<file path="src/rtl/h2416_pkg.sv">
// shared types, constants and the nibble parity function of the hamming 24/16 encoder
// depends on nothing; used by every other file of the block
`timescale 1ns / 1ps
`default_nettype none

package h2416_pkg;

	localparam int unsigned BYTE_W = 8;
	localparam int unsigned NIB_W = 4;
	localparam int unsigned QUEUE_DEPTH_DEF = 2;
	localparam logic [BYTE_W-1:0] PAD_RESET = 8'hff;

	// per-bit codes, bit 0 to bit 7
	localparam logic [NIB_W-1:0] BIT_CODE [BYTE_W] = '{
		4'd3, 4'd5, 4'd6, 4'd7, 4'd9, 4'd10, 4'd11, 4'd12
	};

	// one closed pair waiting to be serialized
	typedef struct packed {
		logic [BYTE_W-1:0] first;
		logic [BYTE_W-1:0] second;
		logic [BYTE_W-1:0] parity;
		logic              eom;
	} pair_t;

	// front status seen by the top level
	typedef struct packed {
		logic holding;
		logic pair_push;
	} front_sts_t;

	function automatic logic [NIB_W-1:0] nibble_parity(input logic [BYTE_W-1:0] b);
		logic [NIB_W-1:0] p;
		p = '0;
		for (int k = 0; k < BYTE_W; k++) begin
			if (b[k]) begin
				p = p ^ BIT_CODE[k];
			end
		end
		return p;
	endfunction

endpackage

`default_nettype wire

</file>
<file path="src/rtl/h2416_stream_if.sv">
// valid/ready channel interfaces for message bytes in and code bytes out
// depends on h2416_pkg
`timescale 1ns / 1ps
`default_nettype none

interface h2416_in_if;
	logic                          valid;
	logic                          ready;
	logic [h2416_pkg::BYTE_W-1:0]  data_byte;
	logic                          last_byte;

	modport source (output valid, output data_byte, output last_byte, input ready);
	modport sink (input valid, input data_byte, input last_byte, output ready);
endinterface

interface h2416_out_if;
	logic                          valid;
	logic                          ready;
	logic [h2416_pkg::BYTE_W-1:0]  code_byte;
	logic                          is_parity;
	logic                          end_of_message;

	modport source (output valid, output code_byte, output is_parity, output end_of_message,
		input ready);
	modport sink (input valid, input code_byte, input is_parity, input end_of_message,
		output ready);
endinterface

`default_nettype wire

</file>
<file path="src/rtl/h2416_front.sv">
// front end: takes message bytes, pairs them, pads odd endings, computes parity
// depends on h2416_pkg and h2416_in_if
`timescale 1ns / 1ps
`default_nettype none

module h2416_front (
	input  wire                           clk,
	input  wire                           arst_n,
	h2416_in_if.sink                      din,
	input  wire                           pad_value_we,
	input  wire [h2416_pkg::BYTE_W-1:0]   pad_value,
	output logic                          push_valid,
	input  wire                           push_ready,
	output h2416_pkg::pair_t              push_data,
	output h2416_pkg::front_sts_t         sts
);

	logic [h2416_pkg::BYTE_W-1:0] pad_q;
	logic [h2416_pkg::BYTE_W-1:0] held_q;
	logic                         holding_q;
	logic                         accept;
	logic [h2416_pkg::BYTE_W-1:0] first_b;
	logic [h2416_pkg::BYTE_W-1:0] second_b;

	assign din.ready = push_ready;
	assign accept = din.valid && din.ready;

	// a pair closes on the partner byte or on an unpaired final byte
	assign push_valid = din.valid && (holding_q || din.last_byte);
	assign first_b = holding_q ? held_q : din.data_byte;
	assign second_b = holding_q ? din.data_byte : pad_q;

	always_comb begin
		push_data.first = first_b;
		push_data.second = second_b;
		push_data.parity = {h2416_pkg::nibble_parity(second_b),
			h2416_pkg::nibble_parity(first_b)};
		push_data.eom = holding_q ? din.last_byte : 1'b1;
	end

	assign sts.holding = holding_q;
	assign sts.pair_push = push_valid && push_ready;

	always_ff @(posedge clk or negedge arst_n) begin
		if (!arst_n) begin
			pad_q <= h2416_pkg::PAD_RESET;
			held_q <= '0;
			holding_q <= 1'b0;
		end else begin
			if (pad_value_we) begin
				pad_q <= pad_value;
			end
			if (accept && !holding_q) begin
				held_q <= din.data_byte;
			end
			if (accept) begin
				holding_q <= !holding_q && !din.last_byte;
			end
		end
	end

endmodule

`default_nettype wire

</file>
<file path="src/rtl/h2416_queue.sv">
// small queue of closed pairs between front and back
// depends on h2416_pkg
`timescale 1ns / 1ps
`default_nettype none

module h2416_queue #(
	parameter int unsigned DEPTH = h2416_pkg::QUEUE_DEPTH_DEF
) (
	input  wire                    clk,
	input  wire                    arst_n,
	input  wire                    push_valid,
	output logic                   push_ready,
	input  h2416_pkg::pair_t       push_data,
	output logic                   pop_valid,
	input  wire                    pop_ready,
	output h2416_pkg::pair_t       pop_data,
	output logic [$clog2(DEPTH+1)-1:0] count
);

	localparam int unsigned AW = (DEPTH > 1) ? $clog2(DEPTH) : 1;
	localparam int unsigned CW = $clog2(DEPTH + 1);

	h2416_pkg::pair_t mem_q [DEPTH];
	logic [AW-1:0]    wr_ptr_q;
	logic [AW-1:0]    rd_ptr_q;
	logic [CW-1:0]    cnt_q;
	logic             do_push;
	logic             do_pop;

	assign push_ready = (cnt_q != CW'(DEPTH));
	assign pop_valid = (cnt_q != '0);
	assign pop_data = mem_q[rd_ptr_q];
	assign count = cnt_q;
	assign do_push = push_valid && push_ready;
	assign do_pop = pop_valid && pop_ready;

	always_ff @(posedge clk or negedge arst_n) begin
		if (!arst_n) begin
			wr_ptr_q <= '0;
			rd_ptr_q <= '0;
			cnt_q <= '0;
		end else begin
			if (do_push) begin
				wr_ptr_q <= (wr_ptr_q == AW'(DEPTH - 1)) ? '0 : wr_ptr_q + 1'b1;
			end
			if (do_pop) begin
				rd_ptr_q <= (rd_ptr_q == AW'(DEPTH - 1)) ? '0 : rd_ptr_q + 1'b1;
			end
			if (do_push && !do_pop) begin
				cnt_q <= cnt_q + 1'b1;
			end else if (do_pop && !do_push) begin
				cnt_q <= cnt_q - 1'b1;
			end
		end
	end

	always_ff @(posedge clk) begin
		if (do_push) begin
			mem_q[wr_ptr_q] <= push_data;
		end
	end

endmodule

`default_nettype wire

</file>
<file path="src/rtl/h2416_back.sv">
// back end: serializes each pair into first, second and parity bytes
// depends on h2416_pkg and h2416_out_if
`timescale 1ns / 1ps
`default_nettype none

module h2416_back (
	input  wire                 clk,
	input  wire                 arst_n,
	input  wire                 pop_valid,
	output logic                pop_ready,
	input  h2416_pkg::pair_t    pop_data,
	h2416_out_if.source         dout
);

	typedef enum logic [1:0] {
		PH_FIRST,
		PH_SECOND,
		PH_PARITY
	} phase_t;

	phase_t                       phase_q;
	logic                         out_vld_q;
	logic [h2416_pkg::BYTE_W-1:0] code_q;
	logic                         par_q;
	logic                         eom_q;
	logic                         load;
	logic [h2416_pkg::BYTE_W-1:0] sel_byte;

	assign load = pop_valid && (!out_vld_q || dout.ready);
	assign pop_ready = load && (phase_q == PH_PARITY);

	always_comb begin
		unique case (phase_q)
			PH_FIRST:  sel_byte = pop_data.first;
			PH_SECOND: sel_byte = pop_data.second;
			PH_PARITY: sel_byte = pop_data.parity;
			default:   sel_byte = pop_data.first;
		endcase
	end

	assign dout.valid = out_vld_q;
	assign dout.code_byte = code_q;
	assign dout.is_parity = par_q;
	assign dout.end_of_message = eom_q;

	always_ff @(posedge clk or negedge arst_n) begin
		if (!arst_n) begin
			phase_q <= PH_FIRST;
			out_vld_q <= 1'b0;
		end else begin
			if (load) begin
				out_vld_q <= 1'b1;
				unique case (phase_q)
					PH_FIRST:  phase_q <= PH_SECOND;
					PH_SECOND: phase_q <= PH_PARITY;
					PH_PARITY: phase_q <= PH_FIRST;
					default:   phase_q <= PH_FIRST;
				endcase
			end else if (dout.ready) begin
				out_vld_q <= 1'b0;
			end
		end
	end

	always_ff @(posedge clk) begin
		if (load) begin
			code_q <= sel_byte;
			par_q <= (phase_q == PH_PARITY);
			eom_q <= (phase_q == PH_PARITY) && pop_data.eom;
		end
	end

endmodule

`default_nettype wire

</file>
<file path="src/rtl/hamming_24_16_stream_encoder_core.sv">
// top level of the hamming 24/16 byte-pair stream encoder
// depends on h2416_pkg, h2416_stream_if, h2416_front, h2416_queue, h2416_back
`timescale 1ns / 1ps
`default_nettype none

// Message bytes enter on din one at a time and are grouped into pairs; each
// pair leaves on dout as three bytes: the first byte, the second byte, then a
// parity byte whose low nibble is the hamming parity of the first byte and
// whose high nibble that of the second. A final byte without a partner is
// paired with pad_value (0xff after reset, written through pad_value_we).
// The front takes one byte per cycle while the pair queue has room and closes
// a pair in the same cycle its second byte arrives. The back sends one byte
// per cycle while the receiver is ready, from a registered output stage;
// each pair costs three output bytes and sustained throughput is set by the
// one-byte output port. A closing pair passes the pair queue, then the output
// register. pad_value may be written only while no pair is in flight.
module hamming_24_16_stream_encoder_core #(
	parameter int unsigned QUEUE_DEPTH = h2416_pkg::QUEUE_DEPTH_DEF
) (
	input  wire                           clk,
	input  wire                           arst_n,
	h2416_in_if.sink                      din,
	h2416_out_if.source                   dout,
	input  wire                           pad_value_we,
	input  wire [h2416_pkg::BYTE_W-1:0]   pad_value
);

	// front to queue
	logic                       push_valid;
	logic                       push_ready;
	h2416_pkg::pair_t           push_data;
	h2416_pkg::front_sts_t      front_sts;

	// queue to back
	logic                       pop_valid;
	logic                       pop_ready;
	h2416_pkg::pair_t           pop_data;
	logic [$clog2(QUEUE_DEPTH+1)-1:0] q_count;

	// pairing, padding and parity
	h2416_front u_front (
		.clk          (clk),
		.arst_n       (arst_n),
		.din          (din),
		.pad_value_we (pad_value_we),
		.pad_value    (pad_value),
		.push_valid   (push_valid),
		.push_ready   (push_ready),
		.push_data    (push_data),
		.sts          (front_sts)
	);

	// decouples input bursts from the three-byte output pace
	h2416_queue #(
		.DEPTH (QUEUE_DEPTH)
	) u_queue (
		.clk        (clk),
		.arst_n     (arst_n),
		.push_valid (push_valid),
		.push_ready (push_ready),
		.push_data  (push_data),
		.pop_valid  (pop_valid),
		.pop_ready  (pop_ready),
		.pop_data   (pop_data),
		.count      (q_count)
	);

	// byte serializer with output register
	h2416_back u_back (
		.clk       (clk),
		.arst_n    (arst_n),
		.pop_valid (pop_valid),
		.pop_ready (pop_ready),
		.pop_data  (pop_data),
		.dout      (dout)
	);

	// end of message only ever rides on a parity byte
	a_eom_on_parity: assert property (@(posedge clk) disable iff (!arst_n)
		dout.valid && dout.end_of_message |-> dout.is_parity)
		else $error("end_of_message on a data byte");

	// queue occupancy stays within its depth
	a_queue_bound: assert property (@(posedge clk) disable iff (!arst_n)
		q_count <= ($clog2(QUEUE_DEPTH+1))'(QUEUE_DEPTH))
		else $error("pair queue overflow");

	// an open non-final byte is held for its partner
	a_hold_open: assert property (@(posedge clk) disable iff (!arst_n)
		din.valid && din.ready && !front_sts.holding && !din.last_byte
		|=> front_sts.holding)
		else $error("unpaired byte not held");

	// a pair is pushed only when it closes, which always releases the held byte
	a_push_releases: assert property (@(posedge clk) disable iff (!arst_n)
		front_sts.pair_push |=> !front_sts.holding)
		else $error("byte still held after pair closed");

	// parity bytes never come back to back
	a_parity_spacing: assert property (@(posedge clk) disable iff (!arst_n)
		dout.valid && dout.ready && dout.is_parity |=> !(dout.valid && dout.is_parity))
		else $error("two parity bytes in a row");

endmodule

`default_nettype wire

</file>
<file path="src/flat_wrapper.sv">
// flat-port wrapper written by rule: the top's interface ports become plain ports
module hamming_24_16_stream_encoder_core_flat 
#(
	parameter int unsigned QUEUE_DEPTH = h2416_pkg::QUEUE_DEPTH_DEF
)
  (clk, arst_n, pad_value_we, pad_value, din_valid, din_data_byte, din_last_byte, din_ready, dout_valid, dout_code_byte, dout_is_parity, dout_end_of_message, dout_ready);
  h2416_in_if din_i ();
  h2416_out_if dout_i ();
  input  wire clk;
  input  wire arst_n;
  input  wire pad_value_we;
  input  wire [h2416_pkg::BYTE_W-1:0] pad_value;
  input wire logic [$bits(din_i.valid)-1:0] din_valid;
  input wire logic [$bits(din_i.data_byte)-1:0] din_data_byte;
  input wire logic [$bits(din_i.last_byte)-1:0] din_last_byte;
  output wire logic [$bits(din_i.ready)-1:0] din_ready;
  output wire logic [$bits(dout_i.valid)-1:0] dout_valid;
  output wire logic [$bits(dout_i.code_byte)-1:0] dout_code_byte;
  output wire logic [$bits(dout_i.is_parity)-1:0] dout_is_parity;
  output wire logic [$bits(dout_i.end_of_message)-1:0] dout_end_of_message;
  input wire logic [$bits(dout_i.ready)-1:0] dout_ready;
  assign din_i.valid = din_valid;
  assign din_i.data_byte = din_data_byte;
  assign din_i.last_byte = din_last_byte;
  assign din_ready = din_i.ready;
  assign dout_valid = dout_i.valid;
  assign dout_code_byte = dout_i.code_byte;
  assign dout_is_parity = dout_i.is_parity;
  assign dout_end_of_message = dout_i.end_of_message;
  assign dout_i.ready = dout_ready;
  hamming_24_16_stream_encoder_core #(.QUEUE_DEPTH(QUEUE_DEPTH)) u_core (.clk(clk), .arst_n(arst_n), .din(din_i), .dout(dout_i), .pad_value_we(pad_value_we), .pad_value(pad_value));
endmodule
</file>
<file path="config.mk">
export PLATFORM = sky130hd
export DESIGN_NAME = hamming_24_16_stream_encoder_core_flat
export DESIGN_NICKNAME = d
export VERILOG_FILES = /design/src/rtl/h2416_pkg.sv /design/src/rtl/h2416_stream_if.sv /design/src/rtl/h2416_front.sv /design/src/rtl/h2416_queue.sv /design/src/rtl/h2416_back.sv /design/src/rtl/hamming_24_16_stream_encoder_core.sv /design/src/flat_wrapper.sv
export SDC_FILE = /design/constraint.sdc
export NUM_CORES = 1
export LEC_CHECK = 0
export BUFFER_PORTS_ARGS = -buffer_cell sky130_fd_sc_hd__buf_2
export CORE_MARGIN = 2
export CORE_UTILIZATION = 59
export CTS_CLUSTER_SIZE = 16
export DETAILED_ROUTE_END_ITERATION = 6
export PLACE_DENSITY = 0.78
export REMOVE_ABC_BUFFERS = 1
export SYNTH_ARGS = -nofsm -noshare
export SYNTH_HDL_FRONTEND = slang
export SYNTH_SLANG_ARGS = --single-unit
</file>
<file path="constraint.sdc">
create_clock -name clk -period 3.28 [get_ports clk]
set_clock_uncertainty 0.2 [all_clocks]
set_input_delay 0.656 -clock clk [delete_from_list [all_inputs] [get_ports clk]]
set_output_delay 0.656 -clock clk [all_outputs]
set_load 0.02 [all_outputs]
</file>
==> run metrics <==
Distinct cells, synth 32; Tcrit/Tclk final 72.9%; setup slack, reg-to-reg 0.89 ns; RSZ-0062 raised after global routing false; H-tree Lvls 3; multi-input logic area 0.00136 sq mm; post-synthesis xor/xnor area fraction 7.99%; Slew headroom 37.6%; Final Hold Fails 0; Worst-Margin Slew 0.936 ns; Max FO, Critical Path 17; initial antenna violation count 0; EDFF count, synth 60; crit path max-delay cell type dfrtp_1; IO Pins 34; drt wl/cell 17.2 um; Core Util, Final 67.9%; Post-Synth Adder-Cell Area 1.61%; vias in the first global route 2047; crit-path cells buf_4 > mux2i_2 > xnor3_1; largest area contributor in the netlist edfxtp_1; global-route wire length before repair 10200 um; r2r endpoint u_core.u_queue.mem_q[0][2]; clock sinks 84; startpoint types register; Mapped Area 0.00388 sq mm; post-synthesis mux area share 17.1%; Layout Nets 308; Post-CTS Setup Repair Bufs 0; Syn Area/Cell 15.9 sq um; Global Route Usage Sum 18.9%; grt met2 use 29.3%; Initial Util 61.1%; worst path arrival time 2.27 ns; endpoints failing setup 0; Crit path required time 3.16 ns; synth-to-layout area growth 11.1%; worst min-delay path class in2async; R2R cell count 3; Worst-Skew Late Latency 0.34 ns; via count 1984; Register Area 0.00241 sq mm; PortBufs 33; die height 85.1 um; GRT Max-Usage Layer met2; die extent in x 85.1 um; P_sw 1.47 mW; sequential share of the synthesized area 62.1%; Post-synth top flop edfxtp_1; Min Clock Period, post-route 2.39 ns; status completed; CORE AREA 0.00635 sq mm; Static Leak 1.64 nW; CP delay by family, top flip-flops; FFs w/ async S/R, synth 28.6%; post-DP HPWL 4370 um; largest net degree at the start of global routing 26; CTS tree built; critical path type reg2reg; Area contributors post-synth edfxtp_1 (46%), mux2_2 (11%), dfrtp_1 (10%), dfstp_2 (5.4%), xnor2_1 (3.8%); CP Capture Type register; GP Congestion 0.721; max-cap violations 0; Die Area 0.00725 sq mm; Antenna Nets Post-Route 0; fin. max-slew vios 0; Fill cells 424; post-synthesis cell count 244; Worst R2R Start u_core.u_front.holding_q; Cell Pwr Density 1040 mW/mm^2; hold buffers post-CTS 0; fmax 0.418 GHz; #FFs+latches synth 84; worst hold slack 0.0855 ns; Max Root-Sink Buffers 2; Resized Gates After CTS 0; main combinational cell family by area after synthesis multiplexers; Synth Area in Compound Gates 4.71%; Placed Cells 347; Net Sw Frac 32.9%; Simple-Gate Fraction of Synth Area 3.48%; cell-internal power 3.00 mW; diodes inserted 0; initial drt markers 118; Reg power frac 43.9%; Syn. warnings 0; logic gate share of total power 40.5%; first drt pass iteration count 4; global-route track usage on met1 26.7%; # DRC 0; vias per cell 5.47; CTS Buf Count 9; share of layout cells above drive strength 1 39.2%; Final Instance Count excl. Fillers 363; maximum vdd ir drop 0.711 mV; clock root buffer clkbuf_8; clock share of power 15.6%; WP buf/inv 1; Setup Total Neg Slack 0 ns; gr ovfl total 0; clock slew at reported path FFs 0.08 ns; final WL 6250 um; Critical Path Max Stage Delay 0.96 ns; met3 Use GR 2.92%; Synth top area share 46.4%; row count 29
-- cells in the mapped netlist (2+ instances only) --
library cell and n:
a211oi_1 8, a21oi_1 9, a22oi_1 8, buf_2 4, clkbuf_1 4, dfrtp_1 16
dfstp_2 8, edfxtp_1 60, ha_1 5, inv_1 10, mux2_2 39, mux2_4 3
mux2i_1 4, mux2i_2 2, mux2i_4 5, nand2b_1 4, nand3_1 3, nor2_1 4
nor2b_1 9, o21ai_0 2, xnor2_1 17, xnor3_1 3, xor2_1 8
-- cells by family (layout without fill, tap and decap cells) --
family	Yosys count	in the layout
AOI/OAI and AO/OA	28	28
buffers and inverters	22	64
and+or+nand+nor	23	23
xor gates and xnor gates	29	29
DFF	84	84
adders and majority gates	5	5
muxes	53	53
-- metrics by stage --
| stage | area (sq um) | power, mW | setup WS, ns |
|---|---|---|---|
| after detailed placement | 4120 | 3.81 | 0.859 |
| final | 4310 | 4.47 | 0.889 |
| after floorplan | 3800 | 3.32 | 0.174 |
| after global routing | 4310 | 4.75 | 0.786 |
| after CTS | 4310 | 4.51 | 0.875 |
| after global placement | 4120 | 3.74 | 0.926 |
-- sequential cells by signal (all words and copies together), names as in the netlist --
signal and flops:
u_core.u_back.dout.code_byte 8, u_core.u_back.dout.valid 1, u_core.u_queue.wr_ptr_q 1, u_core.u_queue.mem_q 50, u_core.u_back.dout.is_parity 1, u_core.u_queue.rd_ptr_q 1
u_core.u_front.holding_q 1, u_core.u_queue.count 2, u_core.u_back.dout.end_of_message 1, u_core.u_front.held_q 8, u_core.u_front.pad_q 8, u_core.u_back.phase_q 2
-- cells in the final DEF (no fill, tap or decap) --
cell type   n
nor2_1      2
and2_1      1
nor2_2      2
o211ai_1    1
clkinv_2    1
xor2_1      8
mux2_4      3
clkbuf_8   11
dfrtp_1    16
clkbuf_1    3
dfstp_2     8
buf_2      33
xnor3_1     3
nand3_1     3
o21ai_0     2
buf_4       4
nand3b_2    1
ha_1        5
mux2_2     39
edfxtp_1   60
nand2b_1    4
a21oi_1     9
inv_1      10
clkbuf_16   1
or2_2       1
a22oi_1     8
a211oi_1    8
nor2b_1     9
xor3_1      1
xnor2_1    17
buf_12      1
mux2i_2     2
mux2i_1     4
mux2i_4     5
-- power by group through the flow --
stage	Combinational (mW)	Sequential [mW]	Clock (mW)
after floorplan	1.23	2.08	0
after global placement	1.77	1.97	0
after detailed placement	1.82	1.99	0
after CTS	1.83	1.97	0.710
after global routing	1.98	2.01	0.759
final	1.81	1.97	0.697
-- worst max path at each step --
stage | end | from | slack (ns) | depth (start not counted)
final | u_core.u_queue.mem_q[0][2] | u_core.u_front.holding_q | 0.89 | 3
after global routing | u_core.u_queue.mem_q[0][2] | u_core.u_front.holding_q | 0.79 | 3
after CTS | u_core.u_queue.mem_q[0][2] | u_core.u_front.holding_q | 0.88 | 3
after detailed placement | u_core.u_queue.mem_q[0][2] | u_core.u_front.holding_q | 0.86 | 3
after global placement | u_core.u_queue.mem_q[0][1] | u_core.u_front.holding_q | 0.93 | 3
after floorplan | u_core.u_queue.mem_q[0][0] | u_core.u_front.holding_q | 0.17 | 2
-- cell type report --
| cell class | instances | area share, % |
|---|---|---|
| clock buffer | 15 | 4.35 |
| clock inverter | 1 | 0.116 |
| inverter | 10 | 0.870 |
| multi-input combinational | 138 | 31.5 |
| sequential | 84 | 55.9 |
| tap | 77 | 2.23 |
| timing repair buffer | 38 | 4.99 |
-- per-layer routing --
layer | part of all wire (%) | vias up | routed length, um
met5 | 0 | - | 0
met4 | 1.6 | 0 | 97
met3 | 3.6 | 10 | 226
met2 | 48 | 47 | 2980
met1 | 47 | 959 | 2950
li1 | - | 968 | -
Note: power is estimated with default switching activity, not from simulation.
